==> config.mk <==
export PLATFORM = sky130hd
export DESIGN_NAME = dxt_block_decoder
export DESIGN_NICKNAME = d
export VERILOG_FILES = /design/src/sv/dxtbd_pkg.sv /design/src/sv/dxtbd_front.sv /design/src/sv/dxtbd_queue.sv /design/src/sv/dxtbd_back.sv /design/src/sv/dxt_block_decoder.sv
export VERILOG_INCLUDE_DIRS = /design/src /design/src/sv
export SDC_FILE = /design/constraint.sdc
export NUM_CORES = 2
export LEC_CHECK = 0
export BUFFER_PORTS_ARGS = -buffer_cell sky130_fd_sc_hd__buf_2
export CELL_PAD_IN_SITES_DETAIL_PLACEMENT = 0
export CELL_PAD_IN_SITES_GLOBAL_PLACEMENT = 1
export CORE_MARGIN = 10
export CORE_UTILIZATION = 52
export CTS_BUF_LIST = sky130_fd_sc_hd__clkbuf_16
export DETAILED_ROUTE_END_ITERATION = 6
export PLACE_DENSITY = 0.78
export REMOVE_ABC_BUFFERS = 1
export SLEW_MARGIN = 10
export SYNTH_ARGS = -nofsm -noshare
export SYNTH_HDL_FRONTEND = slang
export SYNTH_SLANG_ARGS = --single-unit
==> constraint.sdc <==
create_clock -name clock -period 10.8 [get_ports clock]
set_input_delay 2.16 -clock clock [delete_from_list [all_inputs] [get_ports clock]]
set_output_delay 2.16 -clock clock [all_outputs]
set_load 0.1 [all_outputs]
==> src/sv/assert_macros.svh <==
// Assertion macros used by the decoder pixel pipeline.
// Defining NO_ASSERTIONS compiles every check away.
`ifndef ASSERT_MACROS_SVH
`define ASSERT_MACROS_SVH
`ifndef NO_ASSERTIONS
`define ASSERT_CLK(lbl, clk, rst, prop) \
   lbl: assert property (@(posedge clk) disable iff (rst) prop) \
      else $error("dxt decoder: property check failed");
`define ASSERT_NEVER(lbl, clk, rst, expr) \
   lbl: assert property (@(posedge clk) disable iff (rst) !(expr)) \
      else $error("dxt decoder: forbidden condition seen");
`else
`define ASSERT_CLK(lbl, clk, rst, prop)
`define ASSERT_NEVER(lbl, clk, rst, expr)
`endif
`endif

==> src/sv/dxtbd_pkg.sv <==
// Types and constants of the DXT block decoder.
// No dependencies; used by every decoder module.
`default_nettype none

package dxtbd_pkg;

   localparam int unsigned REQ_W = 128;
   localparam int unsigned RSP_W = 40;

   typedef enum logic [2:0] {
      MODE_DXT1 = 3'd0,
      MODE_DXT2 = 3'd1,
      MODE_DXT3 = 3'd2,
      MODE_DXT4 = 3'd3,
      MODE_DXT5 = 3'd4,
      MODE_RXGB = 3'd5
   } mode_type;

   typedef enum logic [1:0] {
      ASRC_OPAQUE   = 2'd0,
      ASRC_EXPLICIT = 2'd1,
      ASRC_INTERP   = 2'd2
   } asrc_type;

   typedef struct packed {
      logic [7:0] r;
      logic [7:0] g;
      logic [7:0] b;
   } rgb_type;

   typedef struct packed {
      logic     transparent;
      logic     premul;
      logic     rxgb;
      asrc_type asrc;
   } ctl_type;

   typedef struct packed {
      logic [63:0] alpha_word;
      logic [31:0] indices;
      rgb_type     c0;
      rgb_type     c1;
      ctl_type     ctl;
   } blk_type;

   typedef struct packed {
      logic    push;
      blk_type blk;
   } qwr_type;

   typedef struct packed {
      logic    empty;
      blk_type blk;
   } qrd_type;

endpackage

`default_nettype wire

==> src/sv/dxtbd_front.sv <==
// Front end: mode register, input transfer register and block classification.
// Depends on dxtbd_pkg; feeds dxtbd_queue.
`default_nettype none

module dxtbd_front (
   input  wire logic                       clock,
   input  wire logic                       reset,
   input  wire logic                       csr_wr_en,
   input  wire logic [2:0]                 csr_wr_data,
   input  wire logic                       req_tvalid,
   output logic                            req_tready,
   input  wire logic [dxtbd_pkg::REQ_W-1:0] req_tdata,
   input  wire logic                       q_full,
   output dxtbd_pkg::qwr_type              q_wr
);

   logic [2:0]         mode_ff, mode_in;
   logic               valid_ff, valid_in;
   dxtbd_pkg::blk_type blk_ff, blk_in, blk_cls;
   logic               accept;
   logic [15:0]        color0, color1;

   function automatic dxtbd_pkg::rgb_type widen(input logic [15:0] c);
      dxtbd_pkg::rgb_type w;
      w.r = {c[15:11], 3'b000};
      w.g = {c[10:5], 2'b00};
      w.b = {c[4:0], 3'b000};
      return w;
   endfunction

   assign color0 = req_tdata[79:64];
   assign color1 = req_tdata[95:80];

   always_comb begin
      blk_cls                 = '0;
      blk_cls.alpha_word      = req_tdata[63:0];
      blk_cls.indices         = req_tdata[127:96];
      blk_cls.c0              = widen(color0);
      blk_cls.c1              = widen(color1);
      blk_cls.ctl.asrc        = dxtbd_pkg::ASRC_OPAQUE;
      unique case (dxtbd_pkg::mode_type'(mode_ff))
         dxtbd_pkg::MODE_DXT1: begin
            blk_cls.ctl.transparent = (color0 <= color1);
         end
         dxtbd_pkg::MODE_DXT2: begin
            blk_cls.ctl.premul = 1'b1;
            blk_cls.ctl.asrc   = dxtbd_pkg::ASRC_EXPLICIT;
         end
         dxtbd_pkg::MODE_DXT3: begin
            blk_cls.ctl.asrc = dxtbd_pkg::ASRC_EXPLICIT;
         end
         dxtbd_pkg::MODE_DXT4: begin
            blk_cls.ctl.premul = 1'b1;
            blk_cls.ctl.asrc   = dxtbd_pkg::ASRC_INTERP;
         end
         dxtbd_pkg::MODE_DXT5: begin
            blk_cls.ctl.asrc = dxtbd_pkg::ASRC_INTERP;
         end
         dxtbd_pkg::MODE_RXGB: begin
            blk_cls.ctl.rxgb = 1'b1;
            blk_cls.ctl.asrc = dxtbd_pkg::ASRC_INTERP;
         end
         default: begin
            blk_cls.ctl.asrc = dxtbd_pkg::ASRC_OPAQUE;
         end
      endcase
   end

   assign req_tready = !valid_ff || !q_full;
   assign accept     = req_tvalid && req_tready;
   assign valid_in   = accept ? 1'b1 : (valid_ff && q_full);
   assign blk_in     = accept ? blk_cls : blk_ff;
   assign mode_in    = csr_wr_en ? csr_wr_data : mode_ff;

   assign q_wr.push = valid_ff && !q_full;
   assign q_wr.blk  = blk_ff;

   always_ff @(posedge clock) begin
      if (reset) begin
         mode_ff  <= dxtbd_pkg::MODE_DXT1;
         valid_ff <= 1'b0;
      end else begin
         mode_ff  <= mode_in;
         valid_ff <= valid_in;
      end
   end

   always_ff @(posedge clock) begin
      blk_ff <= blk_in;
   end

endmodule

`default_nettype wire

==> src/sv/dxtbd_queue.sv <==
// Two-entry block queue between the front end and the pixel pipeline.
// Depends on dxtbd_pkg.
`default_nettype none

module dxtbd_queue (
   input  wire logic               clock,
   input  wire logic               reset,
   input  wire dxtbd_pkg::qwr_type q_wr,
   output logic                    q_full,
   input  wire logic               q_pop,
   output dxtbd_pkg::qrd_type      q_rd
);

   dxtbd_pkg::blk_type mem_ff [2];
   logic               wr_ptr_ff, wr_ptr_in;
   logic               rd_ptr_ff, rd_ptr_in;
   logic [1:0]         count_ff, count_in;

   assign q_full     = (count_ff == 2'd2);
   assign q_rd.empty = (count_ff == 2'd0);
   assign q_rd.blk   = mem_ff[rd_ptr_ff];

   assign wr_ptr_in = q_wr.push ? !wr_ptr_ff : wr_ptr_ff;
   assign rd_ptr_in = q_pop ? !rd_ptr_ff : rd_ptr_ff;

   always_comb begin
      unique case ({q_wr.push, q_pop})
         2'b10:   count_in = count_ff + 2'd1;
         2'b01:   count_in = count_ff - 2'd1;
         default: count_in = count_ff;
      endcase
   end

   always_ff @(posedge clock) begin
      if (reset) begin
         wr_ptr_ff <= 1'b0;
         rd_ptr_ff <= 1'b0;
         count_ff  <= 2'd0;
      end else begin
         wr_ptr_ff <= wr_ptr_in;
         rd_ptr_ff <= rd_ptr_in;
         count_ff  <= count_in;
      end
   end

   always_ff @(posedge clock) begin
      if (q_wr.push) begin
         mem_ff[wr_ptr_ff] <= q_wr.blk;
      end
   end

endmodule

`default_nettype wire

==> src/sv/dxtbd_back.sv <==
// Pixel pipeline: walks the queued block one pixel per cycle, unless stalled, through index
// select, palette/alpha divide, premultiply and output register. Depends on dxtbd_pkg.
`default_nettype none
`include "assert_macros.svh"

module dxtbd_back (
   input  wire logic                       clock,
   input  wire logic                       reset,
   input  wire dxtbd_pkg::qrd_type         q_rd,
   output logic                            q_pop,
   output logic                            rsp_tvalid,
   input  wire logic                       rsp_tready,
   output logic [dxtbd_pkg::RSP_W-1:0]     rsp_tdata,
   output logic                            rsp_tlast
);

   typedef enum logic [1:0] {
      ADIV_NONE  = 2'd0,
      ADIV_SEVEN = 2'd1,
      ADIV_FIVE  = 2'd2
   } adiv_type;

   typedef struct packed {
      logic [1:0]         col;
      logic [1:0]         row;
      logic               last;
      logic [1:0]         ci;
      dxtbd_pkg::rgb_type c0;
      dxtbd_pkg::rgb_type c1;
      logic               transparent;
      logic               premul;
      logic               rxgb;
      logic [10:0]        anum;
      adiv_type           adiv;
   } s1_type;

   typedef struct packed {
      logic [1:0] col;
      logic [1:0] row;
      logic       last;
      logic       premul;
      logic       rxgb;
      logic [7:0] r;
      logic [7:0] g;
      logic [7:0] b;
      logic [7:0] a;
   } s2_type;

   typedef struct packed {
      logic [1:0]  col;
      logic [1:0]  row;
      logic        last;
      logic        premul;
      logic        rxgb;
      logic [15:0] r;
      logic [15:0] g;
      logic [15:0] b;
      logic [7:0]  a;
   } s3_type;

   typedef struct packed {
      logic [1:0] col;
      logic [1:0] row;
      logic       last;
      logic [7:0] r;
      logic [7:0] g;
      logic [7:0] b;
      logic [7:0] a;
   } out_type;

   function automatic logic [7:0] div3(input logic [8:0] x);
      logic [19:0] m;
      m = {11'b0, x} * 20'd683;
      return m[18:11];
   endfunction

   function automatic logic [7:0] div7(input logic [10:0] x);
      logic [23:0] m;
      m = {13'b0, x} * 24'd2341;
      return m[21:14];
   endfunction

   function automatic logic [7:0] div5(input logic [10:0] x);
      logic [23:0] m;
      m = {13'b0, x} * 24'd3277;
      return m[21:14];
   endfunction

   function automatic logic [7:0] div255(input logic [15:0] x);
      logic [16:0] s;
      s = {1'b0, x} + {9'b0, x[15:8]} + 17'd1;
      return s[15:8];
   endfunction

   function automatic logic [7:0] pal_chan(input logic [1:0] ci, input logic tr,
                                           input logic [7:0] x0, input logic [7:0] x1);
      logic [7:0] v;
      unique case (ci)
         2'd0: v = x0;
         2'd1: v = x1;
         2'd2: v = tr ? ({1'b0, x0[7:1]} + {1'b0, x1[7:1]})
                      : (div3({x0, 1'b0}) + div3({1'b0, x1}));
         default: v = tr ? 8'd0 : (div3({1'b0, x0}) + div3({x1, 1'b0}));
      endcase
      return v;
   endfunction

   logic        adv, issue;
   logic [3:0]  pix_ff, pix_in;
   logic        v1_ff, v2_ff, v3_ff, out_valid_ff;
   s1_type      s1_ff, s1_in;
   s2_type      s2_ff, s2_in;
   s3_type      s3_ff, s3_in;
   out_type     out_ff, out_in;
   logic [1:0]  ci;
   logic [3:0]  nib;
   logic [5:0]  abase;
   logic [2:0]  acode;
   logic [7:0]  a0, a1;
   logic [3:0]  w0, w1;
   logic [10:0] anum;
   adiv_type    adiv;

   assign adv   = !out_valid_ff || rsp_tready;
   assign issue = !q_rd.empty && adv;
   assign q_pop = issue && (pix_ff == 4'hf);
   assign pix_in = issue ? pix_ff + 4'd1 : pix_ff;

   // pixel select and alpha numerator
   assign ci    = q_rd.blk.indices[{pix_ff, 1'b0} +: 2];
   assign nib   = q_rd.blk.alpha_word[{pix_ff, 2'b00} +: 4];
   assign abase = 6'd16 + {1'b0, pix_ff, 1'b0} + {2'b00, pix_ff};
   assign acode = q_rd.blk.alpha_word[abase +: 3];
   assign a0    = q_rd.blk.alpha_word[7:0];
   assign a1    = q_rd.blk.alpha_word[15:8];

   always_comb begin
      w0   = 4'd0;
      w1   = 4'd0;
      anum = 11'd255;
      adiv = ADIV_NONE;
      unique case (q_rd.blk.ctl.asrc)
         dxtbd_pkg::ASRC_EXPLICIT: begin
            anum = {3'b000, nib, 4'b0000};
         end
         dxtbd_pkg::ASRC_INTERP: begin
            priority if (acode == 3'd0) begin
               anum = {3'b000, a0};
            end else if (acode == 3'd1) begin
               anum = {3'b000, a1};
            end else if (a0 > a1) begin
               w0   = 4'd8 - {1'b0, acode};
               w1   = {1'b0, acode} - 4'd1;
               adiv = ADIV_SEVEN;
            end else if (acode == 3'd6) begin
               anum = 11'd0;
            end else if (acode == 3'd7) begin
               anum = 11'd255;
            end else begin
               w0   = 4'd6 - {1'b0, acode};
               w1   = {1'b0, acode} - 4'd1;
               adiv = ADIV_FIVE;
            end
            if (adiv != ADIV_NONE) begin
               anum = ({7'b0, w0} * {3'b000, a0}) + ({7'b0, w1} * {3'b000, a1});
            end
         end
         default: begin
            anum = (q_rd.blk.ctl.transparent && ci == 2'd3) ? 11'd0 : 11'd255;
         end
      endcase
   end

   always_comb begin
      s1_in.col         = pix_ff[1:0];
      s1_in.row         = pix_ff[3:2];
      s1_in.last        = (pix_ff == 4'hf);
      s1_in.ci          = ci;
      s1_in.c0          = q_rd.blk.c0;
      s1_in.c1          = q_rd.blk.c1;
      s1_in.transparent = q_rd.blk.ctl.transparent;
      s1_in.premul      = q_rd.blk.ctl.premul;
      s1_in.rxgb        = q_rd.blk.ctl.rxgb;
      s1_in.anum        = anum;
      s1_in.adiv        = adiv;
   end

   // palette entry and alpha divide
   always_comb begin
      s2_in.col    = s1_ff.col;
      s2_in.row    = s1_ff.row;
      s2_in.last   = s1_ff.last;
      s2_in.premul = s1_ff.premul;
      s2_in.rxgb   = s1_ff.rxgb;
      s2_in.r = pal_chan(s1_ff.ci, s1_ff.transparent, s1_ff.c0.r, s1_ff.c1.r);
      s2_in.g = pal_chan(s1_ff.ci, s1_ff.transparent, s1_ff.c0.g, s1_ff.c1.g);
      s2_in.b = pal_chan(s1_ff.ci, s1_ff.transparent, s1_ff.c0.b, s1_ff.c1.b);
      unique case (s1_ff.adiv)
         ADIV_SEVEN: s2_in.a = div7(s1_ff.anum);
         ADIV_FIVE:  s2_in.a = div5(s1_ff.anum);
         default:    s2_in.a = s1_ff.anum[7:0];
      endcase
   end

   // premultiply products
   always_comb begin
      s3_in.col    = s2_ff.col;
      s3_in.row    = s2_ff.row;
      s3_in.last   = s2_ff.last;
      s3_in.premul = s2_ff.premul;
      s3_in.rxgb   = s2_ff.rxgb;
      s3_in.a      = s2_ff.a;
      s3_in.r = s2_ff.premul ? ({8'b0, s2_ff.r} * {8'b0, s2_ff.a}) : {8'b0, s2_ff.r};
      s3_in.g = s2_ff.premul ? ({8'b0, s2_ff.g} * {8'b0, s2_ff.a}) : {8'b0, s2_ff.g};
      s3_in.b = s2_ff.premul ? ({8'b0, s2_ff.b} * {8'b0, s2_ff.a}) : {8'b0, s2_ff.b};
   end

   always_comb begin
      out_in.col  = s3_ff.col;
      out_in.row  = s3_ff.row;
      out_in.last = s3_ff.last;
      out_in.r    = s3_ff.premul ? div255(s3_ff.r) : s3_ff.r[7:0];
      out_in.g    = s3_ff.premul ? div255(s3_ff.g) : s3_ff.g[7:0];
      out_in.b    = s3_ff.premul ? div255(s3_ff.b) : s3_ff.b[7:0];
      out_in.a    = s3_ff.a;
      if (s3_ff.rxgb) begin
         out_in.r = s3_ff.a;
         out_in.a = 8'hff;
      end
   end

   always_ff @(posedge clock) begin
      if (reset) begin
         pix_ff       <= 4'd0;
         v1_ff        <= 1'b0;
         v2_ff        <= 1'b0;
         v3_ff        <= 1'b0;
         out_valid_ff <= 1'b0;
      end else begin
         pix_ff <= pix_in;
         if (adv) begin
            v1_ff        <= issue;
            v2_ff        <= v1_ff;
            v3_ff        <= v2_ff;
            out_valid_ff <= v3_ff;
         end
      end
   end

   always_ff @(posedge clock) begin
      if (adv) begin
         s1_ff  <= s1_in;
         s2_ff  <= s2_in;
         s3_ff  <= s3_in;
         out_ff <= out_in;
      end
   end

   assign rsp_tvalid = out_valid_ff;
   assign rsp_tlast  = out_ff.last;
   assign rsp_tdata  = {4'b0000, out_ff.a, out_ff.b, out_ff.g, out_ff.r,
                        out_ff.row, out_ff.col};

   `ASSERT_CLK(a_last_pos, clock, reset, out_valid_ff && out_ff.last |-> {out_ff.row, out_ff.col} == 4'hf)
   `ASSERT_NEVER(a_pix_no_block, clock, reset, pix_ff != 4'd0 && q_rd.empty)
   `ASSERT_CLK(a_rxgb_alpha, clock, reset, v3_ff && s3_ff.rxgb && adv |=> out_ff.a == 8'hff)

endmodule

`default_nettype wire

==> src/sv/dxt_block_decoder.sv <==
// DXT1-5/RXGB 4x4 block decoder, sixteen pixels per block in raster order.
// Each block passes the input transfer register and the queue before the pixel pipeline.
// One pixel per cycle while rsp_tready does not stall the output, set by the single
// pixel pipeline; a two-entry queue lets the next block wait while one drains.
// Reset (synchronous, active high): empties queue and pipeline, mode returns to DXT1.
`default_nettype none

module dxt_block_decoder (
   input  wire logic         clock,
   input  wire logic         reset,
   input  wire logic         csr_wr_en,
   input  wire logic [2:0]   csr_wr_data,   // format_mode
   input  wire logic         req_tvalid,
   output logic              req_tready,
   // alpha_word[63:0], color0[79:64], color1[95:80], color_indices[127:96]
   input  wire logic [127:0] req_tdata,
   output logic              rsp_tvalid,
   input  wire logic         rsp_tready,
   // column[1:0], row[3:2], red[11:4], green[19:12], blue[27:20], alpha[35:28], zero pad
   output logic [39:0]       rsp_tdata,
   output logic              rsp_tlast
);

   dxtbd_pkg::qwr_type q_wr;
   dxtbd_pkg::qrd_type q_rd;
   logic               q_full;
   logic               q_pop;

   dxtbd_front u_front (
      .clock       (clock),
      .reset       (reset),
      .csr_wr_en   (csr_wr_en),
      .csr_wr_data (csr_wr_data),
      .req_tvalid  (req_tvalid),
      .req_tready  (req_tready),
      .req_tdata   (req_tdata),
      .q_full      (q_full),
      .q_wr        (q_wr)
   );

   dxtbd_queue u_queue (
      .clock  (clock),
      .reset  (reset),
      .q_wr   (q_wr),
      .q_full (q_full),
      .q_pop  (q_pop),
      .q_rd   (q_rd)
   );

   dxtbd_back u_back (
      .clock      (clock),
      .reset      (reset),
      .q_rd       (q_rd),
      .q_pop      (q_pop),
      .rsp_tvalid (rsp_tvalid),
      .rsp_tready (rsp_tready),
      .rsp_tdata  (rsp_tdata),
      .rsp_tlast  (rsp_tlast)
   );

endmodule

`default_nettype wire
==> flow_summary_export.csv <==
group,metric,value,unit
status,status,"completed",
synthesis,synth_ff_type,"edfxtp_1",
routing,ant_nets,0,
clock_network,cts_setup_buffers,0,
timing,finalCritPeriodShare,0.9576,
routing,drt_wl_total,95890,µm
run,cap_violations,0,
placement,gp_congestion,0.8987,
synthesis,synth_cell_types,86,
clock_network,h-tree-depth,3,
placement,place_area,46750,µm²
timing,finalMaxSlewViolations,0,
timing,rsz0062_at_grt,"false",
floorplan,core.rowCount,107,
cells_and_area,drive_gt1_frac,0.1381,
placement,dp_cells,4916,
timing,skew,49.61,ps
clock_network,cts_root_buf,"clkbuf_16",
clock_network,cts_buffers,69,
timing,fin_crit,10340,ps
pwr,p_leak,21.16,nW
cells_and_area,area_growth_syn_to_layout,10.04,%
setup_path,crit-reg2reg-capture,"u_back.s1_ff[12]$_DFFE_PN_",
synthesis,synth_area,44680,µm²
pwr,p_comb_frac,0.618,
timing,tns,0,ps
pwr,p_seq_frac,0.224,
setup_path,path_max_fanout,16,
floorplan,core_area,85150,µm²
global_routing,grt_max_degree,130,
pwr,power.density,314.3,nW/µm²
routing,drt_iter0_drc,1896,
setup_path,critPathKind,"reg -> reg",
pwr,intPower,8.677,mW
global_routing,grtUsageTotal,0.1978,
clock_network,cts_buffer_depth,3,
floorplan,die_height,313.1,µm
pwr,netSwitchingFraction,0.4385,
pwr,switching_power,6.776,mW
timing,slew_headroom,0.3019,
pwr,clockPowerShare,0.157,
timing,worstMarginPinSlew,1047,ps
setup_path,cp.required,11220,ps
routing,wl_per_cell,19.03,µm
cells_and_area,num_antenna_cells,0,
setup_path,startpoint_type,"register",
floorplan,dieArea,98040,µm²
worst_hold_path,hold_path_class,"reg -> reg",
synthesis,post_synth.cell_area_avg,12.16,µm²
synthesis,ys_warn_count,0,
setup_path,arrival,10760,ps
routing,vias,28050,
cells_and_area,n_fill_cell,7155,
global_routing,overflow,0,
routing,viasPerCell,5.567,
worst_hold_path,min_path_cells,0,
floorplan,initial_core_util,0.5247,
timing,fmax,0.09669,GHz
setup_path,end_kind,"register",
timing,finalHoldViolations,0,
setup_path,r2r-start,"u_back.pix_ff[3]$_SDFFE_PP0P_",
timing,setup_viol,0,
floorplan,die_w,313.1,µm
routing,dr.pass1.iters,5,
clock_network,clkSinkCount,610,
pwr,ir_worst_vdd,248.1,µV
worst_hold_path,hold-path-endpoint,"u_back.out_in[32]$_DFFE_PN_",
global_routing,grt_pass1_wl,157200,µm
synthesis,synth-edff-count,593,
worst_hold_path,hp-start,"u_back.s2_ff[34]$_DFFE_PN_",
floorplan,pin_count,179,
setup_path,crit_top_cell,"fa_1",
routing,drc,0,
clock_network,clock_latency,630,ps
setup_path,cp_slowest_cell,"dfxtp_1",
setup_path,reg2regPathDepth,32,
placement,hpwl,72970,µm
clock_network,clkTransAtPathRegs,60,ps
cells_and_area,layoutNonFillerInstCount,5039,
synthesis,syn-instance-count,3675,
setup_path,rrSetupSlack,460,ps
synthesis,ys_ff_latch,610,
clock_network,cts_tree,"done",
synthesis,ys_seq_area_frac,0.4062,
placement,io_buffer_count,174,
cells_and_area,nets,4779,
setup_path,critPathMaxStageDelay,640,ps
cells_and_area,finalInstanceArea,49160,µm²
global_routing,antenna_found_initial,1,
synthesis,synthArstFlopShare,0,
global_routing,grt_pass1_vias,29200,
## how the worst max path moves through the flow
| stage | start | endpoint | slack (ps) | cells past startpoint |
|---|---|---|---|---|
| 4_1_cts | u_back.pix_ff[3]$_SDFFE_PP0P_ | u_back.s1_ff[12]$_DFFE_PN_ | 630 | 33 |
| 5_1_grt | u_back.pix_ff[3]$_SDFFE_PP0P_ | u_back.s1_ff[12]$_DFFE_PN_ | 40 | 32 |
| 3_3_place_gp | u_back.pix_ff[3]$_SDFFE_PP0P_ | u_back.s1_ff[12]$_DFFE_PN_ | 870 | 34 |
| 6_report | u_back.pix_ff[3]$_SDFFE_PP0P_ | u_back.s1_ff[12]$_DFFE_PN_ | 460 | 32 |
| 3_5_place_dp | u_back.pix_ff[3]$_SDFFE_PP0P_ | u_back.s1_ff[12]$_DFFE_PN_ | 730 | 33 |
| 2_1_floorplan | u_back.pix_ff[0]$_SDFFE_PP0P_ | u_back.s1_ff[12]$_DFFE_PN_ | -2500 | 30 |
## critical path: cells and delay by family, from the launching register on
family                     cells  cell delay, ps
adders and majority gates      8            3610
and+or+nand+nor                8            2190
AOI/OAI and AO/OA              9            1990
buffers and inverters          3             670
DFF                            1             640
muxes                          2             630
xor gates and xnor gates       2             370
## cell families after synthesis
kind of cell / synth area share
buf+inv: 0.05100
other cells: 0.00008394
mux: 0.08973
fa+ha+maj: 0.2627
compound gates: 0.07201
simple gates: 0.08752
flops: 0.4062
xor+xnor: 0.03075
## metrics by stage
step,utilization,power (mW),setup slack (ps),hold slack [ps]
detailed placement,0.5491,13.11,728.6,404.5
CTS,0.5772,15.67,634.2,413.8
global placement,0.5491,13.02,868.9,401.1
global route,0.5774,17.28,37.59,423.8
floorplan,-,11.02,-2498,400.3
finish,0.5774,15.45,457.8,415.8
## layout by cell type, fill, tap and decap left out, types with 36 or more instances in the layout
cell	netlist	final
edfxtp_1	593	593
ha_1	570	570
inv_1	449	454
fa_1	230	229
nor2_1	210	209
nand2_1	181	181
buf_2	16	174
a21oi_1	158	158
and2_1	117	116
mux4_2	113	113
xnor2_1	112	111
o21ai_0	90	90
mux2i_1	72	72
clkbuf_16	0	70
mux2_2	66	66
nor3_1	59	59
nand3_1	52	52
xor2_1	43	43
buf_4	20	36
## cell usage after synthesis, types with 29 or more instances
| library cell | instances | area, µm² |
|---|---|---|
| nand3_1 | 52 | 260.3 |
| o21ai_0 | 90 | 450.4 |
| a21o_1 | 34 | 255.2 |
| fa_1 | 230 | 4604 |
| xor2_1 | 43 | 376.6 |
| inv_1 | 449 | 1685 |
| a21oi_1 | 158 | 790.8 |
| o21bai_1 | 30 | 225.2 |
| nand2_1 | 181 | 679.4 |
| nor2_1 | 210 | 788.3 |
| nand2b_1 | 33 | 206.5 |
| nor3_1 | 59 | 295.3 |
| ha_1 | 570 | 7132 |
| and2_1 | 117 | 732.0 |
| clkbuf_1 | 56 | 210.2 |
| o21a_1 | 29 | 217.7 |
| mux2_2 | 66 | 743.2 |
| mux2i_1 | 72 | 720.7 |
| xnor2_1 | 112 | 980.9 |
| edfxtp_1 | 593 | 17810 |
| mux4_2 | 113 | 2545 |
## metal layers
metal	GRT usage	wire length, µm	share of wire	up-vias
met5	0	13	0.00014	-
met4	0.06377	2719	0.028	2
met3	0.03560	5361	0.056	154
met2	0.3290	45880	0.48	721
met1	0.2605	41920	0.44	13650
li1	-	-	-	13530
## timing repair
item	4_1_cts	5_1_grt
resized for setup	0	2
endpoints found under the setup margin	0	1
hold buffers	0	0
## layout make-up
type,count,area (µm²),area share
Sequential cell,610,18150,0.3693
Clock buffer,70,1752,0.03563
Tap cell,1144,1431,0.02912
Clock inverter,53,638.1,0.01298
Multi-Input combinational cell,2497,24300,0.4942
Timing Repair Buffer,212,1181,0.02403
Inverter,453,1708,0.03474
## sequential cells by signal (all words and copies together), names as in the netlist, named ones only
| signal | flops |
|---|---|
| u_back.out_in | 5 |
| u_back.pix_ff | 4 |
| u_back.rsp_tdata | 36 |
| u_back.rsp_tlast | 1 |
| u_back.rsp_tvalid | 1 |
| u_back.s1_ff | 55 |
| u_back.s2_ff | 39 |
| u_back.s3_ff | 58 |
| u_back.v1_ff | 1 |
| u_back.v2_ff | 1 |
| u_back.v3_ff | 1 |
| u_front.mode_ff | 3 |
| u_front.q_wr | 133 |
| u_front.valid_ff | 1 |
| u_queue.count_ff | 2 |
| u_queue.mem_ff | 266 |
| u_queue.rd_ptr_ff | 1 |
| u_queue.wr_ptr_ff | 1 |
## power groups by stage
stage / Sequential (mW) / Combinational [mW] / Clock, mW
finish: 3.46 / 9.56 / 2.43
global route: 3.52 / 11.2 / 2.59
CTS: 3.47 / 9.70 / 2.50
detailed placement: 3.52 / 9.60 / 0
global placement: 3.51 / 9.51 / 0
floorplan: 3.70 / 7.32 / 0
No activity file was read; power rests on OpenSTA's default activity.
